File: src/hw/rtl/vns_ram.sv
// Generic single-port-write, single-port-read RAM with registered read data.
// No dependencies.
module vns_ram #(
  parameter int WIDTH = 8,
  parameter int DEPTH = 64,
  parameter int AW    = (DEPTH > 1) ? $clog2(DEPTH) : 1
) (
  input  logic             clk,
  input  logic             we,
  input  logic [AW-1:0]    waddr,
  input  logic [WIDTH-1:0] wdata,
  input  logic             re,
  input  logic [AW-1:0]    raddr,
  output logic [WIDTH-1:0] rdata
);

  logic [WIDTH-1:0] mem [DEPTH];

  always_ff @(posedge clk) begin
    if (we) begin
      mem[waddr] <= wdata;
    end
    if (re) begin
      rdata <= mem[raddr];
    end
  end

endmodule

File: config.mk
export PLATFORM = sky130hd
export DESIGN_NAME = vns_ram
export DESIGN_NICKNAME = d
export VERILOG_FILES = /design/src/hw/rtl/vns_ram.sv
export SDC_FILE = /design/constraint.sdc
export NUM_CORES = 1
export LEC_CHECK = 0
export ABC_AREA = 1
export BUFFER_PORTS_ARGS = -buffer_cell sky130_fd_sc_hd__buf_2
export CORE_UTILIZATION = 57
export CTS_CLUSTER_DIAMETER = 150
export DETAILED_ROUTE_END_ITERATION = 7
export PLACE_DENSITY = 0.83
export SETUP_SLACK_MARGIN = 0.5
export SLEW_MARGIN = 20
export SYNTH_ARGS = -nofsm -noshare
export SYNTH_HDL_FRONTEND = slang
export SYNTH_SLANG_ARGS = --single-unit
export TNS_END_PERCENT = 50
File: constraint.sdc
create_clock -name clk -period 1.7 [get_ports clk]
set_input_delay 0 -clock clk [delete_from_list [all_inputs] [get_ports clk]]
set_output_delay 0 -clock clk [all_outputs]
set_load 0.1 [all_outputs]
Word-level counts from Yosys, hierarchy flattened
Memories as Yosys holds them, arrays and structs flattened. A register that Yosys moved wholly into a read port is not among the register bits.
Cells that the tools add are included.

storage, ports and cells
  register bits = 0
  memory bits (writable) = 512
  input bits = 23
  logic and storage cells = 3
  memories kept = 1

memories
  memory  words  width  read ports  clocked after memory_dff  wr ports  RTL line  text
  mem     64     8      1           1                         1         17        logic [WIDTH-1:0] mem [DEPTH];

operators by class
  muxes and demuxes = 2

operator list
  cell              count
  1-bit 2-to-1 mux  2

Depth between registers and ports, before layout
  word-level depth = 2
  gate-level depth with buffers = 12
  mapped depth without buffers = 9

Worst setup path after synthesis
OpenSTA, ideal clock, no wires.

  path type = input to register
  start = in we
  end = mem mem[48][0] (enable)
  setup time = 395 ps
  arrival time = 1371 ps
  path slack = -66 ps
  stages = 3
  cells stage by stage = clkbuf_1 nand4_1 nor4_1

on the way
  longest elaborated chain between the ends = 2

RTL lines
  element                                 RTL line  text
  from (decl)                             9         input logic we,
  1-bit 2-to-1 mux                        20        if (we) begin
  1-bit 2-to-1 mux (implied by the code)  21        mem[waddr] <= wdata;
  to (decl)                               17

No other way between the ends.

==> run metrics <==
outcome=finished clean; Tot GR Track Use=28.08%; synthesis-to-finish area growth=15.51%; largest net degree at the start of global routing=65; global placer's final weighted congestion=0.9036; Vias/cell=6.136; DRT antenna net count=0; Remaining Overflow, GRT=0; sequential area share after synthesis=72.90%; post-synthesis cell area=0.02142 mm²; Synth area leaders=edfxtp_1 (73%), nand2_1 (11%), nand3_1 (10%); Core Area=0.03679 mm²; htree depth=2; Non-Filler Instances=2389; post-DR wirelength/cell=22.36 µm; RSZ-0062 raised after global routing=yes; final slew viol count=0; via count=14660; Iter 0 DRT Violations=1958; total power draw=0.02696 W; Flop pwr share=52.9%; Critical Path Max Stage Delay=0.41 ns; Detailed Route WL=53410 µm; Num CTS Buffers=49; IO Pins=31; number of global-route vias before repair=14300; max_slew headroom=38.54%; Yosys top cell area share=72.90%; Worst Path Required=2.04 ns; clk sinks=520; Initial Utilization=58.23%; Die X=195.9 µm; Placed Cells=2295; Int Pwr=0.02084 W; Synth Net Count=1828; Clock Pin Slew Worst Setup and Hold Paths=0.07 ns; min-delay worst type=primary input to flip-flop; minimum clock period=1.399 ns; combinational power share=7.6%; WHS=0.04542 ns; I/O Buffers=30; Setup Crit Path Kind=flip-flop to flip-flop; clk_lat worst skew=0.58 ns; fin crit share=82.27%; area of the multi-input gates=0.005604 mm²; CP startpoint kind=flip-flop; R2R Setup Slk=0.30 ns; Syn Area/Cell=11.87 µm²; sw power=0.006119 W; CP top delay family=simple AND/OR/NAND/NOR gates; MaxCap Viol Count=0; DR pass1 iterations=8; post-synth top area cell=edfxtp_1; Syn. warnings=0; number of diodes=0; Worst Tran Pin Value=0.9220 ns; static leakage=8.967 nW; drc violations=0; Die Ht=195.9 µm; crit path max fanout=1; Syn Inst Count=1805; worst vdd ir=972.9 µV; Final nets=1908; switching share of total power=22.70%; CP Data Arrival Time=1.73 ns; Placement Rows=70; filler cell count in the final layout=2476; Seq cells post-synth=520; pwr/cell area=1090 mW/mm²; final setup fails=0; DIE AREA=0.03836 mm²; slowest CP cell=edfxtp_1; Clock Root Buffer=clkbuf_16; Clock Power Share=39.5%; detailed placer's ending HPWL=30160 µm; Clock Path Buffers=3; initial antenna violation count=0; first-pass GRT wire length=81240 µm; Fmax=715.0 MHz; Crit path top cell by count=nand3_2; Buf/Inv on CP=0; CTS tree=yes; layout cell share with drive strength beyond 1=17.54%; crit path cell chain=nand2_1 -> nand3_1 -> nand3_2 -> nand2_2 -> nand2_2 -> nand3_2 -> nand3_2 -> nand2_1; Netlist cell types=15; Worst Skew=0.01432 ns; Final Hold Vio Count=0; CP endpoint kind=flip-flop; sequential cell area=0.01562 mm²
what timing repair did:
item                       4_1_cts  5_1_grt
hold endpoints to repair       293        0
resized for setup               68       54
setup endpoints to repair       16       24
buffers inserted                 0        0
hold buffers                     7        0
cloned                           0        0
pin swaps                       25       38
synth_stat cells (all sizes together):
library cell,count
nand2,648
edfxtp,520
nand3,439
buf,98
nor2,56
clkbuf,15
inv,12
nand4,9
nor4,8
sequential cells by signal, indices dropped and copies added, names as in the netlist:
| name | flops |
|---|---|
| rdata | 8 |
| mem | 512 |
area by class of cell:
cell class	instances	area share [%]
flip-flops and latches	520	63.11
multi-input cells	1160	22.65
repair buffers	142	5.350
clock buffers	59	5.280
well taps	468	2.367
clock inverters	28	0.9507
inverters	12	0.2883
stage by stage:
stage          util [%]  setup TNS, ns  area [µm²]  setup slack (ns)
6_report          67.26              0       24740            0.3014
2_1_floorplan         -              0       21680            0.1466
5_1_grt           67.26              0       24740            0.2299
3_5_place_dp      61.43        -0.6714       22600          -0.08786
4_1_cts           66.61              0       24500            0.3645
3_3_place_gp      61.43      -0.003093       22600         -0.002777
worst paths after layout:
kind         cells past startpoint  startpoint         end
max                              8  mem[33][1]    rdata[1]
min                              4    waddr[0]  mem[51][7]
max reg2reg                      8  mem[33][1]    rdata[1]
min reg2reg                      8  mem[28][0]    rdata[0]
placed cells by master, fill, tap and decap left out, types with 4 or more instances in the layout:
cell type / instances
buf_12: 22
buf_2: 20
buf_4: 89
buf_6: 4
bufinv_16: 4
clkbuf_1: 8
clkbuf_16: 51
clkinv_1: 13
clkinv_2: 7
clkinvlp_4: 4
dlygate4sd3_1: 7
edfxtp_1: 520
inv_1: 6
nand2_1: 622
nand2_2: 26
nand3_1: 360
nand3_2: 74
nand3_4: 5
nand4_1: 9
nor2_1: 39
nor2_2: 7
nor2_4: 10
nor4_2: 6
metal layers:
layer / share of wire [%] / track usage, % / vias up
met5: 0 / 0 / -
met2: 48 / 44.60 / 951
met1: 37 / 37.28 / 7036
met4: 3.8 / 12.59 / 0
met3: 11 / 6.464 / 158
li1: - / - / 6514
tightest hold or removal path, stage by stage:
cell and delay (ns):
buf_2 0.16, inv_8 0.10, nor4_2 0.06, buf_4 0.15
cell families after synthesis:
group         count (synthesis)  synth area share, %
buf+inv                     125                4.007
simple gates               1160                23.09
flops                       520                72.90
power by group through the flow:
stage          Sequential [W]  Combinational, W  Clock (W)
2_1_floorplan          0.0146           0.00104          0
3_3_place_gp           0.0145           0.00178          0
3_5_place_dp           0.0145           0.00184          0
4_1_cts                0.0143           0.00195     0.0108
5_1_grt                0.0143           0.00218     0.0112
6_report               0.0143           0.00205     0.0107
(Power assumes the default switching activity.)
