==> config.mk <==
export PLATFORM = sky130hd
export DESIGN_NAME = vns_dist
export DESIGN_NICKNAME = d
export VERILOG_FILES = /design/src/hw/rtl/vns_pkg.sv /design/src/hw/rtl/vns_dist.sv
export SDC_FILE = /design/constraint.sdc
export NUM_CORES = 2
export LEC_CHECK = 0
export BUFFER_PORTS_ARGS = -buffer_cell sky130_fd_sc_hd__buf_4
export CAP_MARGIN = 20
export CORE_MARGIN = 3
export CORE_UTILIZATION = 55
export CTS_CLUSTER_SIZE = 24
export DETAILED_ROUTE_END_ITERATION = 7
export PLACE_DENSITY_LB_ADDON = 0.15
export REMOVE_ABC_BUFFERS = 1
export SKIP_LAST_GASP = 1
export SLEW_MARGIN = 10
export SYNTH_ARGS = -nofsm -noshare
export SYNTH_HDL_FRONTEND = slang
export SYNTH_SLANG_ARGS = --single-unit
==> constraint.sdc <==
create_clock -name clk -period 10.8 [get_ports clk]
set_input_delay 1.08 -clock clk [delete_from_list [all_inputs] [get_ports clk]]
set_output_delay 1.08 -clock clk [all_outputs]
set_load 0.05 [all_outputs]
==> src/hw/rtl/vns_pkg.sv <==
// Shared types, constants and register codes for the nearest-seed colour block.
// Used by vns_dist, voronoi_nearest_seed_color_top and its testbench.
package vns_pkg;

  localparam int MAX_SEEDS_DEF  = 64;
  localparam int FRAC_BITS_DEF  = 16;
  localparam int COORD_BITS_DEF = 12;

  localparam int SIZE_W     = 13;
  localparam int COUNT_W    = 7;
  localparam int COLOR_W    = 8;
  localparam int SEED_IDX_W = 6;
  localparam int FRAC_W     = 16;
  localparam int PIX_W      = 12;
  localparam int CFG_IDX_W  = 2;
  localparam int CFG_DATA_W = 13;

  localparam logic [SIZE_W-1:0]  WIDTH_RST  = SIZE_W'(256);
  localparam logic [SIZE_W-1:0]  HEIGHT_RST = SIZE_W'(256);
  localparam logic [COUNT_W-1:0] COUNT_RST  = COUNT_W'(1);

  typedef enum logic [CFG_IDX_W-1:0] {
    CFG_WIDTH  = 2'd0,
    CFG_HEIGHT = 2'd1,
    CFG_COUNT  = 2'd2,
    CFG_GRAY   = 2'd3
  } cfg_reg_t;

  typedef enum logic {
    FUNC_SEED_WR = 1'b0,
    FUNC_PIXEL   = 1'b1
  } func_t;

  typedef struct packed {
    func_t                  func;
    logic [SEED_IDX_W-1:0]  seed_index;
    logic [FRAC_W-1:0]      seed_x_frac;
    logic [FRAC_W-1:0]      seed_y_frac;
    logic [COLOR_W-1:0]     seed_red;
    logic [COLOR_W-1:0]     seed_green;
    logic [COLOR_W-1:0]     seed_blue;
    logic [PIX_W-1:0]       pixel_x;
    logic [PIX_W-1:0]       pixel_y;
  } in_item_t;

  typedef struct packed {
    logic [COLOR_W-1:0]    out_red;
    logic [COLOR_W-1:0]    out_green;
    logic [COLOR_W-1:0]    out_blue;
    logic [SEED_IDX_W-1:0] nearest_seed;
  } out_item_t;

  typedef struct packed {
    logic [COLOR_W-1:0] red;
    logic [COLOR_W-1:0] green;
    logic [COLOR_W-1:0] blue;
  } rgb_t;

  // Travels alongside each seed through the distance pipeline
  typedef struct packed {
    logic vld;
    logic first;
    logic last;
  } tag_t;

endpackage

==> src/hw/rtl/vns_dist.sv <==
// Squared-distance pipeline: scale seed position, take differences, square.
// Depends on vns_pkg.
module vns_dist
  import vns_pkg::*;
#(
  parameter int FRAC_BITS  = FRAC_BITS_DEF,
  parameter int COORD_BITS = COORD_BITS_DEF,
  parameter int AW         = 6,
  parameter int SW         = FRAC_BITS + SIZE_W,
  parameter int PW         = FRAC_BITS + COORD_BITS,
  parameter int DW         = (SW > PW) ? SW : PW,
  parameter int SQW        = 2 * DW
) (
  input  logic                  clk,
  input  logic                  rst_n,
  input  tag_t                  tag_in,
  input  logic [AW-1:0]         idx_in,
  input  logic [FRAC_BITS-1:0]  x_frac,
  input  logic [FRAC_BITS-1:0]  y_frac,
  input  rgb_t                  rgb_in,
  input  logic [SIZE_W-1:0]     width,
  input  logic [SIZE_W-1:0]     height,
  input  logic [COORD_BITS-1:0] pix_x,
  input  logic [COORD_BITS-1:0] pix_y,
  output tag_t                  tag_out,
  output logic [AW-1:0]         idx_out,
  output rgb_t                  rgb_out,
  output logic [SQW-1:0]        dx2,
  output logic [SQW-1:0]        dy2
);

  tag_t          tag1_r, tag2_r, tag3_r;
  logic [AW-1:0] idx1_r, idx2_r, idx3_r;
  rgb_t          rgb1_r, rgb2_r, rgb3_r;
  logic [SW-1:0] sx_r, sy_r;
  logic [DW-1:0] dx_r, dy_r;
  logic [DW-1:0] px, py, sxe, sye;
  logic [SQW-1:0] dx2_r, dy2_r;

  assign px  = DW'(pix_x) << FRAC_BITS;
  assign py  = DW'(pix_y) << FRAC_BITS;
  assign sxe = DW'(sx_r);
  assign sye = DW'(sy_r);

  always_ff @(posedge clk) begin
    if (!rst_n) begin
      tag1_r <= '0;
      tag2_r <= '0;
      tag3_r <= '0;
    end else begin
      tag1_r <= tag_in;
      tag2_r <= tag1_r;
      tag3_r <= tag2_r;
    end
  end

  always_ff @(posedge clk) begin
    idx1_r <= idx_in;
    rgb1_r <= rgb_in;
    sx_r   <= SW'(x_frac) * SW'(width);
    sy_r   <= SW'(y_frac) * SW'(height);

    idx2_r <= idx1_r;
    rgb2_r <= rgb1_r;
    dx_r   <= (px >= sxe) ? (px - sxe) : (sxe - px);
    dy_r   <= (py >= sye) ? (py - sye) : (sye - py);

    idx3_r <= idx2_r;
    rgb3_r <= rgb2_r;
    dx2_r  <= SQW'(dx_r) * SQW'(dx_r);
    dy2_r  <= SQW'(dy_r) * SQW'(dy_r);
  end

  assign tag_out = tag3_r;
  assign idx_out = idx3_r;
  assign rgb_out = rgb3_r;
  assign dx2     = dx2_r;
  assign dy2     = dy2_r;

endmodule

# Word level (Yosys, flattened, before mapping)
# Cells that the tools add are included.
classes:
  n_addsub: 4
  mul: 4
  order_cmp: 2
  muxes: 2
op_table:
  columns: ["operator", "count"]
  rows:
  - ["29-bit by 29-bit multiplier with 58-bit output", 2]
  - ["28-bit by 29-bit greater-or-equal comparator with 1-bit output", 2]
  - ["16-bit by 13-bit multiplier with 29-bit output", 2]
  - ["29-bit 2-to-1 mux", 2]
  - ["28-bit by 29-bit subtractor with 29-bit output", 2]
  - ["29-bit by 28-bit subtractor with 29-bit output", 2]
word_totals:
  reg_bits: 331
  inputBits: 117
  out_inout_bits: 149

# Depth between registers and ports, before layout
logic_depth:
  ltp_word: 2
  mapped_depth: 31
  ltp_nobuf: 29

# Worst setup path before layout
# OpenSTA, ideal clock, no wires.
synth_timing:
  path_kind: "reg2reg"
  from: "register dx_r[11]"
  to: "register dx2_r[54] (netlist: dx2[54])"
  setup_ns: 0.120
  t_arrival_ns: 7.529
  t_required_ns: 10.680
  slack_ns: 3.151
  stages_incl_launch_ff: 28
  cell_sequence: "dfxtp_1 clkbuf_1 clkbuf_1 nand2_1 inv_1 fa_1 fa_1 fa_1 inv_1 fa_1 inv_1 fa_1 inv_1 fa_1 inv_1 fa_1 fa_1 ha_1 nand2_1 or3_4 or4_1 o2111ai_2 nand3_2 a311oi_4 a21oi_2 o31ai_1 o21ai_1 xnor2_1"
synth_between:
  elab_chain_len: 1
synth_lines:
  columns: ["item", "line_no", "text"]
  rows:
  - ["from (decl)", "vns_dist.sv:36", "logic [DW-1:0] dx_r, dy_r;"]
  - ["from (signal assigned)", "vns_dist.sv:65", "dx_r <= (px >= sxe) ? (px - sxe) : (sxe - px);"]
  - ["29-bit by 29-bit multiplier with 58-bit output", "vns_dist.sv:70", "dx2_r <= SQW'(dx_r) * SQW'(dx_r);"]
  - ["to (signal assigned)", "vns_dist.sv:70", null]
  - ["to (decl)", "vns_dist.sv:38", "logic [SQW-1:0] dx2_r, dy2_r;"]
# Every way passes these cells.
# A chain may end at the register's enable or synchronous reset.

# Worst setup path in the final report
layout_timing:
  from: "register dx_r[12]"
  to: "register dx2_r[55] (netlist: dx2[55])"
# The elaborated chain is that of the path after synthesis.

==> reports/metrics.yaml <==
tns_ps: 0
row_count: 131
fmax_mhz: 114
worst_setup_path_start_kind: "flop"
grt_pass1_wl_um: 284000
cp_slowest_cell: "a21oi_1"
yosysWarnings: 0
yosys-top-cells-area: "fa_1 45%, ha_1 13%, inv_1 11%"
clkTransAtPathRegs_ps: 60
crit_path_end_kind: "flop"
vias: 49400
die_area_um2: 134000
min_period_ps: 8780
max_stage_delay_ps: 690
fp.dieH_um: 366
clockRootBuffer: "clkbuf_16"
die_w_um: 366
relSlewSlack_pct: 27.7
cts_tree: "done"
dpl.hpwl_um: 144000
crit_required_ps: 11290
portBuffers: 263
finalNonFillerCells: 9418
cp_top_family: "adder cells"
drive_gt1_share_pct: 5.88
antenna_found_initial: 13
nets: 10100
clk_latency_ps: 680
clock_skew_ps: 72.3
seq_area_frac_synth_pct: 9.26
htreeDepth: 2
area_growth_syn_to_layout_pct: 6.99
yosysUniqueCellTypes: 77
ys_seq_elements: 329
worstPathMaxFanout: 26
vias_per_cell: 5.24
firstDrtPassIters: 6
postCtsSetupBuffers: 0
dpl.cell_count: 9345
numClockSinks: 329
drv_slew: 0
synth_edf_count: 0
path_common_cell: "fa_1"
cp.arrival_ps: 9280
grt-ovfl-total: 0
grt_pass1_vias: 54000
ctsResizeCount: 0
start_util_pct: 55.6
critical_path_class: "flop to flop"
status: "finished, final reports clean"
hold_violations: 0
cts.path.max_buffers: 3
tightest_slew_ps: 1080
fill_cells: 11300
hold_ws_ps: 322
final_common_cell: "inv_1"
synth_cells: 7565
wl_per_cell_um: 18.4
final_cell_mix: "2032 x inv_1, 1611 x fa_1, 821 x nand2_1, 711 x ha_1, 499 x and2_1"
netlist.area_leader.share_pct: 45.4
io_pins: 266
async_flop_share_pct: 0
grtUsageTotal_pct: 27.0
core_um2: 128000
cts_hold_buf: 0
cts_buffers: 41
critical_path_buf_inv_count: 6
route.detailed.drc: 0
grt_max_degree: 34
ant_nets: 0
avgSynthCellArea_um2: 9.40
multi_input_area_um2: 55800
min_period_over_period_pct: 81.3
rsz0062_at_grt: "false"
gp_congestion: 0.927
ys.flop_type: "dfxtp_1"
hold_class: "flop to flop"
drv_cap: 0
regArea_um2: 6600
final-setup-viol-count: 0
synth_top_area_cell: "fa_1"
syn-cell-area_um2: 71100
routed_wl_um: 173000
drtIter0Drc: 2744
-- cells by family after synthesis --
kind of cell	Yosys count	share of synthesized area, %
AND/OR/NAND/NOR	1697	11.5
adder cells (fa/ha/maj)	2322	57.9
multiplexers	13	0.187
buffers and inverters	2312	12.2
AO/OA/AOI/OAI	643	5.92
XOR/XNOR	248	3.05
flip-flops	329	9.26
other	1	0.00527
-- cell type report --
class                      count  share of cell area, %
tap                         1729                   2.84
inverter                    2035                   10.0
clock buffer                  49                   1.44
sequential                   329                   8.67
timing repair buffer         327                   3.23
antenna                        3                0.00987
multi-input combinational   4925                   73.4
clock inverter                21                  0.378
-- per-stage QoR --
step / util, % / cell area, µm² / setup slack [ps]
2_1_floorplan: - / 70100 / 3070
3_3_place_gp: 58.3 / 74700 / 2260
3_5_place_dp: 58.3 / 74700 / 2120
4_1_cts: 59.4 / 76100 / 2110
5_1_grt: 59.4 / 76100 / 1670
6_report: 59.4 / 76100 / 2020
-- worst register-to-register path: stages, from the launching register on --
cell	delay, ps
dfxtp_1	310
buf_4	380
inv_1	230
nor2_1	290
fa_1	470
fa_1	500
fa_1	520
inv_1	50
fa_1	510
inv_1	50
fa_1	490
fa_1	460
fa_1	520
inv_1	50
fa_1	510
inv_1	50
ha_1	400
nand2_2	100
or3_4	400
or2_2	300
o221ai_1	210
o2111ai_1	300
a21oi_1	690
nor2_2	140
o311ai_2	430
a311oi_2	170
xnor2_1	150
-- state kept, by name, indices dropped and copies added (netlist names), 6 cells and up --
signal,cells
sx_r,29
dx_r,29
idx1_r,6
rgb2_r,24
dy2,57
idx2_r,6
idx_out,6
dy_r,29
sy_r,29
dx2,57
rgb1_r,24
rgb_out,24
-- cell usage after synthesis, types with 19 or more instances --
library cell and number:
nor2b_1 33, ha_1 711, nand2b_1 19, nor2_1 156, nand4_1 38, xnor2_1 166, a31oi_1 28, fa_1 1611
xor2_1 82, clkbuf_1 272, a21o_1 121, inv_1 2032, nand3_1 22, and2_1 499, a21oi_1 201, nor3_1 34
o21ai_0 98, dfxtp_1 329, o21a_1 28, nand2_1 821, o21bai_1 36
-- final timing paths --
| kind | start | end | slack (ps) | cells after the start |
|---|---|---|---|---|
| setup reg to reg | dx_r[12]$_DFF_P_ | dx2[55]$_DFF_P_ | 2020 | 26 |
| hold reg to reg | rgb1_r[7]$_DFF_P_ | rgb2_r[7]$_DFF_P_ | 320 | 0 |
| hold / removal | rgb1_r[7]$_DFF_P_ | rgb2_r[7]$_DFF_P_ | 320 | 0 |
| setup / recovery | dx_r[12]$_DFF_P_ | dx2[55]$_DFF_P_ | 2020 | 26 |
-- metal layers --
| metal | GRT usage, % | wire length (µm) | vias up |
|---|---|---|---|
| met4 | 6.59 | 4720 | 12 |
| met1 | 36.2 | 72400 | 25100 |
| li1 | - | - | 22500 |
| met5 | 0 | 87 | - |
| met2 | 45.9 | 84100 | 1432 |
| met3 | 4.74 | 12100 | 309 |
Power is left out: the tool's default activity adds up to more than one toggle a clock period on the data nets, which glitch-free logic cannot reach.
